File: src/hw/rtl/fres_pkg.sv
package fres_pkg;

    localparam logic [31:0] SIGN_MASK  = 32'h8000_0000;
    localparam logic [22:0] QUIET_BIT  = 23'h40_0000;
    localparam logic [30:0] INF_BITS   = 31'h7F80_0000;
    localparam logic [30:0] MAX_FINITE = 31'h7F7F_FFFF;
    localparam logic [22:0] SUBN_LIMIT = 23'h20_0000;
    localparam logic [9:0]  EXP_BIAS_SUM = 10'd253;

    function automatic logic [22:0] rom_base(input logic [4:0] idx);
        logic [22:0] r;
        case (idx)
            5'd0:  r = 23'h7ff800;
            5'd1:  r = 23'h783800;
            5'd2:  r = 23'h70ea00;
            5'd3:  r = 23'h6a0800;
            5'd4:  r = 23'h638800;
            5'd5:  r = 23'h5d6200;
            5'd6:  r = 23'h579000;
            5'd7:  r = 23'h520800;
            5'd8:  r = 23'h4cc800;
            5'd9:  r = 23'h47ca00;
            5'd10: r = 23'h430800;
            5'd11: r = 23'h3e8000;
            5'd12: r = 23'h3a2c00;
            5'd13: r = 23'h360800;
            5'd14: r = 23'h321400;
            5'd15: r = 23'h2e4a00;
            5'd16: r = 23'h2aa800;
            5'd17: r = 23'h272c00;
            5'd18: r = 23'h23d600;
            5'd19: r = 23'h209e00;
            5'd20: r = 23'h1d8800;
            5'd21: r = 23'h1a9000;
            5'd22: r = 23'h17ae00;
            5'd23: r = 23'h14f800;
            5'd24: r = 23'h124400;
            5'd25: r = 23'h0fbe00;
            5'd26: r = 23'h0d3800;
            5'd27: r = 23'h0ade00;
            5'd28: r = 23'h088400;
            5'd29: r = 23'h065000;
            5'd30: r = 23'h041c00;
            default: r = 23'h020c00;
        endcase
        return r;
    endfunction

    function automatic logic [9:0] rom_dec(input logic [4:0] idx);
        logic [9:0] r;
        case (idx)
            5'd0:  r = 10'h3e1;
            5'd1:  r = 10'h3a7;
            5'd2:  r = 10'h371;
            5'd3:  r = 10'h340;
            5'd4:  r = 10'h313;
            5'd5:  r = 10'h2ea;
            5'd6:  r = 10'h2c4;
            5'd7:  r = 10'h2a0;
            5'd8:  r = 10'h27f;
            5'd9:  r = 10'h261;
            5'd10: r = 10'h245;
            5'd11: r = 10'h22a;
            5'd12: r = 10'h212;
            5'd13: r = 10'h1fb;
            5'd14: r = 10'h1e5;
            5'd15: r = 10'h1d1;
            5'd16: r = 10'h1be;
            5'd17: r = 10'h1ac;
            5'd18: r = 10'h19b;
            5'd19: r = 10'h18b;
            5'd20: r = 10'h17c;
            5'd21: r = 10'h16e;
            5'd22: r = 10'h15b;
            5'd23: r = 10'h15b;
            5'd24: r = 10'h143;
            5'd25: r = 10'h143;
            5'd26: r = 10'h12d;
            5'd27: r = 10'h12d;
            5'd28: r = 10'h11a;
            5'd29: r = 10'h11a;
            5'd30: r = 10'h108;
            default: r = 10'h106;
        endcase
        return r;
    endfunction

endpackage

File: src/hw/rtl/fp32_reciprocal_estimate_core.sv
// channel | dir | tdata fields (low bit up)
// s_axis  | in  | value_bits[31:0]
// m_axis  | out | estimate_bits[31:0]
// one word per cycle while the output is not stalled; input register, then one
// pass of table, multiply and subtract into the output register
// rst_n clears only the two valid flags
// a stalled output holds; the input stage takes a word when it is empty or can
// move forward in the same cycle
module fp32_reciprocal_estimate_core
    import fres_pkg::*;
(
    input  logic        clk,
    input  logic        rst_n,
    input  logic        s_axis_tvalid,
    output logic        s_axis_tready,
    input  logic [31:0] s_axis_tdata,   // value_bits
    output logic        m_axis_tvalid,
    input  logic        m_axis_tready,
    output logic [31:0] m_axis_tdata    // estimate_bits
);

    logic        in_valid_reg;
    logic [31:0] in_data_reg;
    logic        out_valid_reg;
    logic [31:0] out_data_reg;
    logic        out_ready;
    logic        in_ready;

    logic        sgn;
    logic [7:0]  ex_in;
    logic [22:0] frac_in;
    logic [22:0] frac;
    logic [9:0]  ex;          // two's complement, holds -1..255
    logic [4:0]  idx;
    logic [19:0] prod;
    logic [22:0] rfrac;
    logic [9:0]  rexp;
    logic [31:0] result_next;

    assign out_ready     = !out_valid_reg || m_axis_tready;
    assign in_ready      = !in_valid_reg || out_ready;
    assign s_axis_tready = in_ready;
    assign m_axis_tvalid = out_valid_reg;
    assign m_axis_tdata  = out_data_reg;

    always_comb
    begin
        sgn     = in_data_reg[31];
        ex_in   = in_data_reg[30:23];
        frac_in = in_data_reg[22:0];
        frac    = frac_in;
        ex      = {2'b00, ex_in};
        if (ex_in == 8'd0)
        begin
            if (frac_in < QUIET_BIT)
            begin
                frac = {frac_in[20:0], 2'b00};
                ex   = 10'h3FF;
            end
            else
            begin
                frac = {frac_in[21:0], 1'b0};
            end
        end
        idx   = frac[22:18];
        prod  = rom_dec(idx) * frac[17:8];
        // prod + 1 fits 21 bits; halve then subtract
        rfrac = rom_base(idx) - 23'({1'b0, prod} + 21'd1 >> 1);
        rexp  = EXP_BIAS_SUM - ex;

        if (ex_in == 8'hFF)
        begin
            if (frac_in != 23'd0)
                result_next = in_data_reg | {9'd0, QUIET_BIT};
            else
                result_next = in_data_reg & SIGN_MASK;
        end
        else if (ex_in == 8'd0 && frac_in == 23'd0)
            result_next = {sgn, INF_BITS};
        else if (ex_in == 8'd0 && frac_in < SUBN_LIMIT)
            result_next = {sgn, MAX_FINITE};
        else if (ex_in >= 8'd253)
            result_next = {sgn, 31'd0};
        else
            result_next = {sgn, rexp[7:0], rfrac};
    end

    always_ff @(posedge clk or negedge rst_n)
    begin
        if (!rst_n)
        begin
            in_valid_reg  <= 1'b0;
            out_valid_reg <= 1'b0;
        end
        else
        begin
            if (in_ready)
                in_valid_reg <= s_axis_tvalid;
            if (out_ready)
                out_valid_reg <= in_valid_reg;
        end
    end

    always_ff @(posedge clk)
    begin
        if (in_ready && s_axis_tvalid)
            in_data_reg <= s_axis_tdata;
        if (out_ready && in_valid_reg)
            out_data_reg <= result_next;
    end

`ifndef NO_ASSERTIONS
    a_out_hold: assert property (@(posedge clk) disable iff (!rst_n)
        m_axis_tvalid && !m_axis_tready |=> m_axis_tvalid && $stable(m_axis_tdata))
        else $error("output word changed while stalled");
    a_no_loss: assert property (@(posedge clk) disable iff (!rst_n)
        in_valid_reg && !out_ready |=> in_valid_reg && $stable(in_data_reg))
        else $error("input stage dropped a word");
    a_in_to_out: assert property (@(posedge clk) disable iff (!rst_n)
        in_valid_reg && out_ready |=> m_axis_tvalid)
        else $error("word did not reach output");
`endif

endmodule
File: config.mk
export PLATFORM = sky130hd
export DESIGN_NAME = fp32_reciprocal_estimate_core
export DESIGN_NICKNAME = d
export VERILOG_FILES = /design/src/hw/rtl/fres_pkg.sv /design/src/hw/rtl/fp32_reciprocal_estimate_core.sv
export SDC_FILE = /design/constraint.sdc
export NUM_CORES = 1
export LEC_CHECK = 0
export ABC_CLOCK_PERIOD_IN_PS = 28400
export BUFFER_PORTS_ARGS = -buffer_cell sky130_fd_sc_hd__buf_2
export CAP_MARGIN = 5
export CORE_ASPECT_RATIO = 1.25
export CORE_UTILIZATION = 52
export CTS_BUF_LIST = sky130_fd_sc_hd__clkbuf_4
export CTS_CLUSTER_SIZE = 20
export DETAILED_ROUTE_END_ITERATION = 16
export PLACE_DENSITY = 0.69
export SYNTH_ARGS = -nofsm -noshare
export SYNTH_HDL_FRONTEND = slang
export SYNTH_SLANG_ARGS = --single-unit
File: constraint.sdc
create_clock -name clk -period 28.4 [get_ports clk]
set_clock_uncertainty 0.05 [all_clocks]
set_input_delay 2.84 -clock clk [delete_from_list [all_inputs] [get_ports clk]]
set_output_delay 2.84 -clock clk [all_outputs]
set_load 0.05 [all_outputs]
==> flow_summary.json, run 1 <==
{
  "status": "completed",
  "ant_nets": 0,
  "grt-ovfl-total": 0,
  "synth_flop_cell": "edfxtp_1",
  "wl_mm": 21.7,
  "rsz0062_at_grt": "no",
  "die_w_um": 115,
  "cp_common_cell": "inv_1",
  "rr_startpoint": "in_data_reg[26]$_DFFE_PP_",
  "cts_buffer_depth": 2,
  "layout.nets": 1188,
  "via_per_inst": 5.92,
  "ys.warnings.count": 0,
  "antenna_cells": 0,
  "slew_viol_final": 0,
  "maxCapViolCount": 0,
  "cts_tree": "done",
  "layout-drive-gt1-share_pct": 13.7,
  "cts_max_level": 3,
  "rows": 51,
  "synth_edf_count": 64,
  "final.setup.tns_ns": 0,
  "synth_area_per_cell_um2": 8.76,
  "stdcell_count": 1223,
  "dp_hpwl_mm": 17.0,
  "clockRootBuffer": "clkbuf_4",
  "grt_pass1_vias": 6932,
  "grt_max_degree": 36,
  "dieArea_mm2": 0.0165,
  "num_io_pins": 70,
  "hold_buffers": 0,
  "post_cts_buffers": 0,
  "r2r_slack_ns": 17.54,
  "dp.cells": 1207,
  "tightest_slew_ns": 1.11,
  "grt_usage_pct": 26.9,
  "area_growth_syn_to_layout_pct": 7.88,
  "postLayoutCoreUtil_pct": 57.5,
  "drc_errors": 0,
  "insertion_delay_ns": 0.43,
  "synth_nets": 1134,
  "setup_viol": 0,
  "worstPathRequired_ns": 28.51,
  "netlist_area_mm2": 0.00834,
  "post_drt_wl_per_cell_um": 17.7,
  "port_buffers": 69,
  "min_period_ns": 10.86,
  "die_y_um": 144,
  "path_clk_slew_ns": 0.11,
  "hold_viol": 0,
  "initial_core_util_pct": 53.3,
  "antenna_found_initial": 0,
  "post_cts_resized": 0,
  "period_share_pct": 38.2,
  "core_area_mm2": 0.0156,
  "cp-end-kind": "flop",
  "synthDistinctLibCells": 77,
  "crit_arrival_ns": 10.97,
  "routed-via-count": 7243,
  "critPathLaunch": "in_data_reg[26]$_DFFE_PP_",
  "ys_seq_elements": 66,
  "regToRegEndpoint": "m_axis_tdata[21]$_DFFE_PP_",
  "max_freq_mhz": 92.1,
  "hold_class": "flop to flop",
  "firstDrtPassIters": 6,
  "r2r_cells": 40,
  "syn_inst": 952,
  "endpoint": "m_axis_tdata[21]$_DFFE_PP_",
  "grt_pass1_wl_mm": 34.4,
  "yosysSeqAreaShare_pct": 23.7,
  "numCtsBuffers": 9,
  "ys_async_sr_fraction_pct": 3.03,
  "drt_iter0_markers": 958,
  "clock_sinks": 66,
  "criticalPathCategory": "flop to flop",
  "worstPathMaxFanout": 30,
  "gp_congestion": 0.982,
  "slew_headroom_pct": 25.8,
  "slowest_stage": "nand2_1",
  "worst_path_largest_cell_delay_ns": 0.68,
  "worstSetupStartpointType": "flop"
}
[synthesized netlist by cell type (all sizes together), types with 7 or more instances]
library cell    n  share of area [%]
fa             63                 15
inv            81                3.6
nand3          13               0.78
buf            19                1.2
clkbuf         17               0.89
a21o           20                1.8
nor2          132                6.0
nand2b         24                1.8
nor3           18                1.1
o21ai          62                3.9
nand2          70                3.2
o21a           13                1.2
a31oi          11               0.98
edfxtp         64                 23
a21oi          75                4.6
or2            17                1.3
mux2i          14                1.7
ha             83                 12
xor2           17                1.8
o211ai          7               0.63
xnor2          15                1.6
nor4           12               0.90
nor2b          12               0.90
a211oi         10               0.96
[cell type report]
cell class                 instances  area, um2
clock buffer                       9       67.6
clock inverter                     7       70.1
fill                            1404       6640
inverter                          81        304
multi-input combinational        769       5890
sequential                        66       1970
tap                              212        265
timing repair buffer              79        420
[cells in the final DEF, fill, tap and decap left out, drive strengths merged, types with 18 or more instances in the layout]
| cell | Yosys | final |
|---|---|---|
| o21ai | 62 | 62 |
| edfxtp | 64 | 64 |
| ha | 83 | 83 |
| inv | 81 | 81 |
| nand2 | 70 | 70 |
| a21o | 20 | 20 |
| nor2 | 132 | 132 |
| fa | 63 | 63 |
| nand2b | 24 | 24 |
| buf | 19 | 79 |
| a21oi | 75 | 75 |
| nor3 | 18 | 18 |
[kinds of logic after synthesis]
kind of cell	after synthesis	synth area share (%)
compound gates	254	19.9
xor+xnor	32	3.36
fa+ha+maj	146	27.6
buf+inv	117	5.73
flops	66	23.7
mux	15	1.82
simple gates	322	17.9
[how the worst min path moves through the flow]
stage                              start                          to  slack, ns  cells past startpoint
2_1_floorplan  in_data_reg[31]$_DFFE_PP_  m_axis_tdata[31]$_DFFE_PP_       0.35                      0
3_3_place_gp   in_data_reg[31]$_DFFE_PP_  m_axis_tdata[31]$_DFFE_PP_       0.35                      0
4_1_cts        in_data_reg[31]$_DFFE_PP_  m_axis_tdata[31]$_DFFE_PP_       0.39                      0
5_1_grt        in_data_reg[31]$_DFFE_PP_  m_axis_tdata[31]$_DFFE_PP_       0.40                      0
6_report       in_data_reg[31]$_DFFE_PP_  m_axis_tdata[31]$_DFFE_PP_       0.38                      0
3_5_place_dp   in_data_reg[31]$_DFFE_PP_  m_axis_tdata[31]$_DFFE_PP_       0.36                      0
[per-stage QoR]
step / setup WS [ns] / area [um2] / hold WS [ns]
global placement: 17.86 / 8860 / 0.354
finish: 17.54 / 8990 / 0.382
floorplan: 19.10 / 8340 / 0.350
CTS: 17.62 / 8990 / 0.386
detailed placement: 17.64 / 8860 / 0.361
global route: 16.71 / 8990 / 0.400
[worst max-delay path: cells and delay by family, from the launching register on]
family	cells	cell delay [ns]
AND/OR/NAND/NOR	8	2.41
buffers and inverters	6	0.53
XOR/XNOR	2	0.28
AO/OA/AOI/OAI	16	3.21
adder cells (fa/ha/maj)	8	3.66
flip-flops	1	0.46
[per-layer routing]
| layer | share of wire, % | vias up | track usage, % |
|---|---|---|---|
| li1 | - | 3471 | - |
| met1 | 42 | 3456 | 33.7 |
| met2 | 50 | 282 | 47.8 |
| met3 | 5.5 | 34 | 3.71 |
| met4 | 2.1 | 0 | 7.66 |
| met5 | 0 | - | 0 |
Power of run 1 is not shown: default switching activity piles up to over one toggle a cycle in this logic, so the estimate is an artifact.
==> run 2: changes to the inputs <==
ABC_CLOCK_PERIOD_IN_PS = 10730   (was 28400)
clock period = 10.73 ns   (was 28.4 ns; I/O delays follow)
==> run 2 against run 1 <==
Register-to-register slack worse by 17 ns. Final area grew 0.83%. Via count shrank 0.46%.
==> flow_summary.json, run 2 (same netlist as run 1, synthesis figures left out) <==
{
  "layout.nets": 1193,
  "clockRootBuffer": "clkbuf_4",
  "grt_max_degree": 33,
  "antenna_found_initial": 0,
  "r2r_cells": 39,
  "rsz0062_at_grt": "no",
  "period_share_pct": 93.5,
  "dp_hpwl_mm": 17.4,
  "drt_iter0_markers": 567,
  "max_freq_mhz": 99.6,
  "criticalPathCategory": "flop to flop",
  "worstPathRequired_ns": 10.84,
  "cts_buffer_depth": 2,
  "cp-end-kind": "flop",
  "maxCapViolCount": 0,
  "cp_common_cell": "inv_1",
  "post_drt_wl_per_cell_um": 17.9,
  "insertion_delay_ns": 0.43,
  "initial_core_util_pct": 53.3,
  "min_period_ns": 10.04,
  "worstPathMaxFanout": 10,
  "port_buffers": 69,
  "ant_nets": 0,
  "drc_errors": 0,
  "grt-ovfl-total": 0,
  "hold_buffers": 0,
  "grt_pass1_vias": 6970,
  "cts_max_level": 3,
  "routed-via-count": 7210,
  "path_clk_slew_ns": 0.11,
  "die_y_um": 144,
  "status": "completed",
  "rows": 51,
  "slew_headroom_pct": 29.8,
  "grt_usage_pct": 27.7,
  "clock_sinks": 66,
  "gp_congestion": 0.978,
  "numCtsBuffers": 9,
  "worstSetupStartpointType": "flop",
  "rr_startpoint": "in_data_reg[26]$_DFFE_PP_",
  "r2r_slack_ns": 0.69,
  "regToRegEndpoint": "m_axis_tdata[21]$_DFFE_PP_",
  "core_area_mm2": 0.0156,
  "final.setup.tns_ns": 0,
  "area_growth_syn_to_layout_pct": 8.78,
  "cts_tree": "done",
  "hold_viol": 0,
  "slew_viol_final": 0,
  "antenna_cells": 0,
  "setup_viol": 0,
  "firstDrtPassIters": 8,
  "worst_path_largest_cell_delay_ns": 0.57,
  "tightest_slew_ns": 1.05,
  "dieArea_mm2": 0.0165,
  "crit_arrival_ns": 10.14,
  "hold_class": "input port to asynchronous set/reset pin",
  "postLayoutCoreUtil_pct": 58.0,
  "layout-drive-gt1-share_pct": 14.7,
  "via_per_inst": 5.87,
  "wl_mm": 22.0,
  "slowest_stage": "fa_1",
  "num_io_pins": 70,
  "mostFrequentLayoutCells": "nor2_1, ha_1, inv_1, a21oi_1",
  "final_common_cell": "nor2_1",
  "grt_pass1_wl_mm": 35.6,
  "die_w_um": 115
}
run 2: cell types whose count changed in the layout (fill, tap and decap cells not counted), moves of 2 or more:
cell        previous run  this run
clkinvlp_4             3         1
nor4_2                 0         2
buf_4                 10        15
nor4_1                12        10
run 2: worst max path at each step:
| stage | startpoint | to | cells after the start |
|---|---|---|---|
| 2_1_floorplan | in_data_reg[24]$_DFFE_PP_ | m_axis_tdata[21]$_DFFE_PP_ | 39 |
| 5_1_grt | in_data_reg[26]$_DFFE_PP_ | m_axis_tdata[21]$_DFFE_PP_ | 39 |
| 4_1_cts | in_data_reg[26]$_DFFE_PP_ | m_axis_tdata[21]$_DFFE_PP_ | 37 |
| 3_3_place_gp | in_data_reg[26]$_DFFE_PP_ | m_axis_tdata[21]$_DFFE_PP_ | 37 |
| 6_report | in_data_reg[26]$_DFFE_PP_ | m_axis_tdata[21]$_DFFE_PP_ | 39 |
| 3_5_place_dp | in_data_reg[26]$_DFFE_PP_ | m_axis_tdata[21]$_DFFE_PP_ | 37 |
run 2: repair_timing:
item,in CTS,in global routing
setup endpoints to repair,0,6
buffers inserted,0,0
hold endpoints to repair,0,0
gates resized for setup,0,5
run 2: area by class of cell:
| type | instances | area (um2) |
|---|---|---|
| clock inverters | 6 | 81.3 |
| multi-input cells | 769 | 5910 |
| flip-flops and latches | 66 | 1970 |
| inverters | 81 | 304 |
| fillers | 1430 | 6570 |
| repair buffers | 84 | 458 |
| well taps | 212 | 265 |
| clock buffers | 10 | 75.1 |
run 2: metal layers:
layer	track usage, %	wire, um	up-vias
met3	3.37	1060	51
met2	47.9	11000	258
met4	9.50	591	0
met5	0	0	-
met1	35.6	9370	3417
li1	-	-	3484
run 2: through the flow:
stage                     instances  hold WS (ns)  setup slack [ns]  area [um2]
after floorplan                 952         0.350              1.43        8340
after global placement         1212         0.365             0.533        8890
after detailed placement       1212         0.358             0.330        8890
after CTS                      1228         0.325             0.300        9050
after global routing           1228         0.331            0.0789        9070
final                          1228         0.353             0.694        9070
run 2: worst max-delay path, delay by kind of cell (launching register included):
kind / cells / cell delay (ns)
XOR/XNOR: 2 / 0.28
flip-flops: 1 / 0.49
AND/OR/NAND/NOR: 7 / 1.54
AO/OA/AOI/OAI: 16 / 3.19
adder cells (fa/ha/maj): 8 / 3.80
buffers and inverters: 6 / 0.45
Power of run 2 is left out for the same reason.
==> run 3: changes to the inputs <==
GPL_TIMING_DRIVEN = 0   (was default)
PLACE_DENSITY = 0.72   (was 0.69)
==> run 3 against run 2 <==
First-iteration DRC count rose by 7.9%. Register-to-register slack worse by 0.18 ns. Fmax shrank 1.8%. Critical path depth is 3 higher. Sequential share of layout area fell by 0.42 points. Wire length up 1.2%. Die area unchanged. Final cell count grew 2.3%. Hold slack worse by 0.014 ns. Setup slack got worse by 0.18 ns. Critical endpoint unchanged.
==> flow_summary.json, run 3 (same netlist as run 1, synthesis figures left out) <==
{
  "cts_max_level": 3,
  "r2r_cells": 42,
  "dieArea_mm2": 0.0165,
  "grt-ovfl-total": 0,
  "initial_core_util_pct": 53.3,
  "path_clk_slew_ns": 0.12,
  "port_buffers": 69,
  "fill_cells": 1416,
  "setup_ws_ns": 0.514,
  "ant_nets": 0,
  "tightest_slew_ns": 1.04,
  "worstPathRequired_ns": 10.86,
  "maxCapViolCount": 0,
  "pre_cts_ws_ns": -0.418,
  "grt_pass1_vias": 7001,
  "setup_viol": 0,
  "insertion_delay_ns": 0.44,
  "period_share_pct": 95.2,
  "clock_sinks": 66,
  "rows": 51,
  "firstDrtPassIters": 8,
  "die_y_um": 144,
  "hold_viol": 0,
  "grt_usage_pct": 28.0,
  "cts_tree": "done",
  "slowest_stage": "fa_1",
  "wl_mm": 22.2,
  "postLayoutCellArea_mm2": 0.00925,
  "worstPathMaxFanout": 14,
  "cts_buffer_depth": 2,
  "clockRootBuffer": "clkbuf_4",
  "worstSetupStartpointType": "flop",
  "grt_max_degree": 33,
  "mostFrequentLayoutCells": "nor2_1, buf_2, ha_1, inv_1, a21oi_1",
  "hold_ws_ns": 0.339,
  "crit_family": "adder cells",
  "regArea_mm2": 0.00197,
  "status": "completed",
  "num_io_pins": 70,
  "slew_viol_final": 0,
  "max_freq_mhz": 97.9,
  "via_per_inst": 5.90,
  "layout.nets": 1221,
  "place_area_mm2": 0.00898,
  "numCtsBuffers": 9,
  "drc_errors": 0,
  "worst_path_largest_cell_delay_ns": 0.55,
  "critical_path_buf_inv_count": 9,
  "hold_class": "input port to asynchronous set/reset pin",
  "criticalPathCategory": "flop to flop",
  "core_area_mm2": 0.0156,
  "final.setup.tns_ns": 0,
  "slew_headroom_pct": 30.8,
  "cp.depth": 42,
  "dp_hpwl_mm": 17.8,
  "grt_pass1_wl_mm": 35.6,
  "drt_iter0_markers": 612,
  "post_drt_wl_per_cell_um": 17.7,
  "area_growth_syn_to_layout_pct": 10.9,
  "final_common_cell": "nor2_1",
  "layout-drive-gt1-share_pct": 16.0,
  "die_w_um": 115,
  "cp-end-kind": "flop",
  "antenna_cells": 0,
  "multi_input_area_mm2": 0.00596,
  "gp_congestion": 0.955,
  "antenna_found_initial": 0,
  "routed-via-count": 7409,
  "crit_arrival_ns": 10.34,
  "min_period_ns": 10.22
}
==> run 3: changes by cell type in the layout (fill, tap and decap cells not counted), sizes merged <==
cell      change
buf          +12
bufinv        -1
clkinvlp      +2
inv           -1
clkbuf       +16
==> run 3: routing by layer <==
metal / vias up / routed length [um] / GRT usage, %
met3: 52 / 1420 / 4.13
li1: 3552 / - / -
met2: 289 / 10800 / 47.3
met1: 3516 / 9380 / 36.5
met4: 0 / 680 / 9.98
met5: - / 0 / 0
==> run 3: stage by stage <==
| stage | utilization, % | instances |
|---|---|---|
| 6_report | 59.2 | 1256 |
| 5_1_grt | 59.2 | 1256 |
| 4_1_cts | 58.5 | 1250 |
| 3_5_place_dp | 57.4 | 1234 |
| 3_3_place_gp | 57.2 | 1233 |
| 2_1_floorplan | - | 952 |
==> run 3: worst register-to-register path: cells and delay by family, from the launching register on <==
kind | cells | cell delay (ns)
buffers and inverters | 9 | 1.27
AND/OR/NAND/NOR | 7 | 1.51
adder cells (fa/ha/maj) | 8 | 3.19
XOR/XNOR | 2 | 0.38
flip-flops | 1 | 0.48
AO/OA/AOI/OAI | 16 | 3.07
==> run 3: repair_timing <==
action                     CTS  global route
setup endpoints to repair    4             9
gates resized for setup      4            14
hold endpoints to repair     0             0
hold buffers                 0             0
pin swaps                    0             3
buffers inserted             0             7
==> run 3: cell type report <==
cell class / instances / share of cell area [%]
clock buffer: 10 / 0.812
inverter: 81 / 3.33
sequential: 66 / 21.3
timing repair buffer: 78 / 4.65
tap: 212 / 2.87
buffer: 34 / 1.81
multi-input combinational: 769 / 64.5
clock inverter: 6 / 0.731
==> run 3: final timing paths <==
| kind | slack, ns | startpoint | end |
|---|---|---|---|
| worst max-delay path | 0.51 | in_data_reg[30]$_DFFE_PP_ | m_axis_tdata[21]$_DFFE_PP_ |
| worst min-delay path | 0.34 | rst_n | in_valid_reg$_DFFE_PN0N_ |
| worst max register to register | 0.51 | in_data_reg[30]$_DFFE_PP_ | m_axis_tdata[21]$_DFFE_PP_ |
| worst min register to register | 0.39 | in_data_reg[31]$_DFFE_PP_ | m_axis_tdata[31]$_DFFE_PP_ |
| max in group asynchronous | 10.20 | rst_n | m_axis_tvalid$_DFFE_PN0P_ |
| min in group clk | 0.39 | in_data_reg[31]$_DFFE_PP_ | m_axis_tdata[31]$_DFFE_PP_ |
Power of run 3 is left out for the same reason.
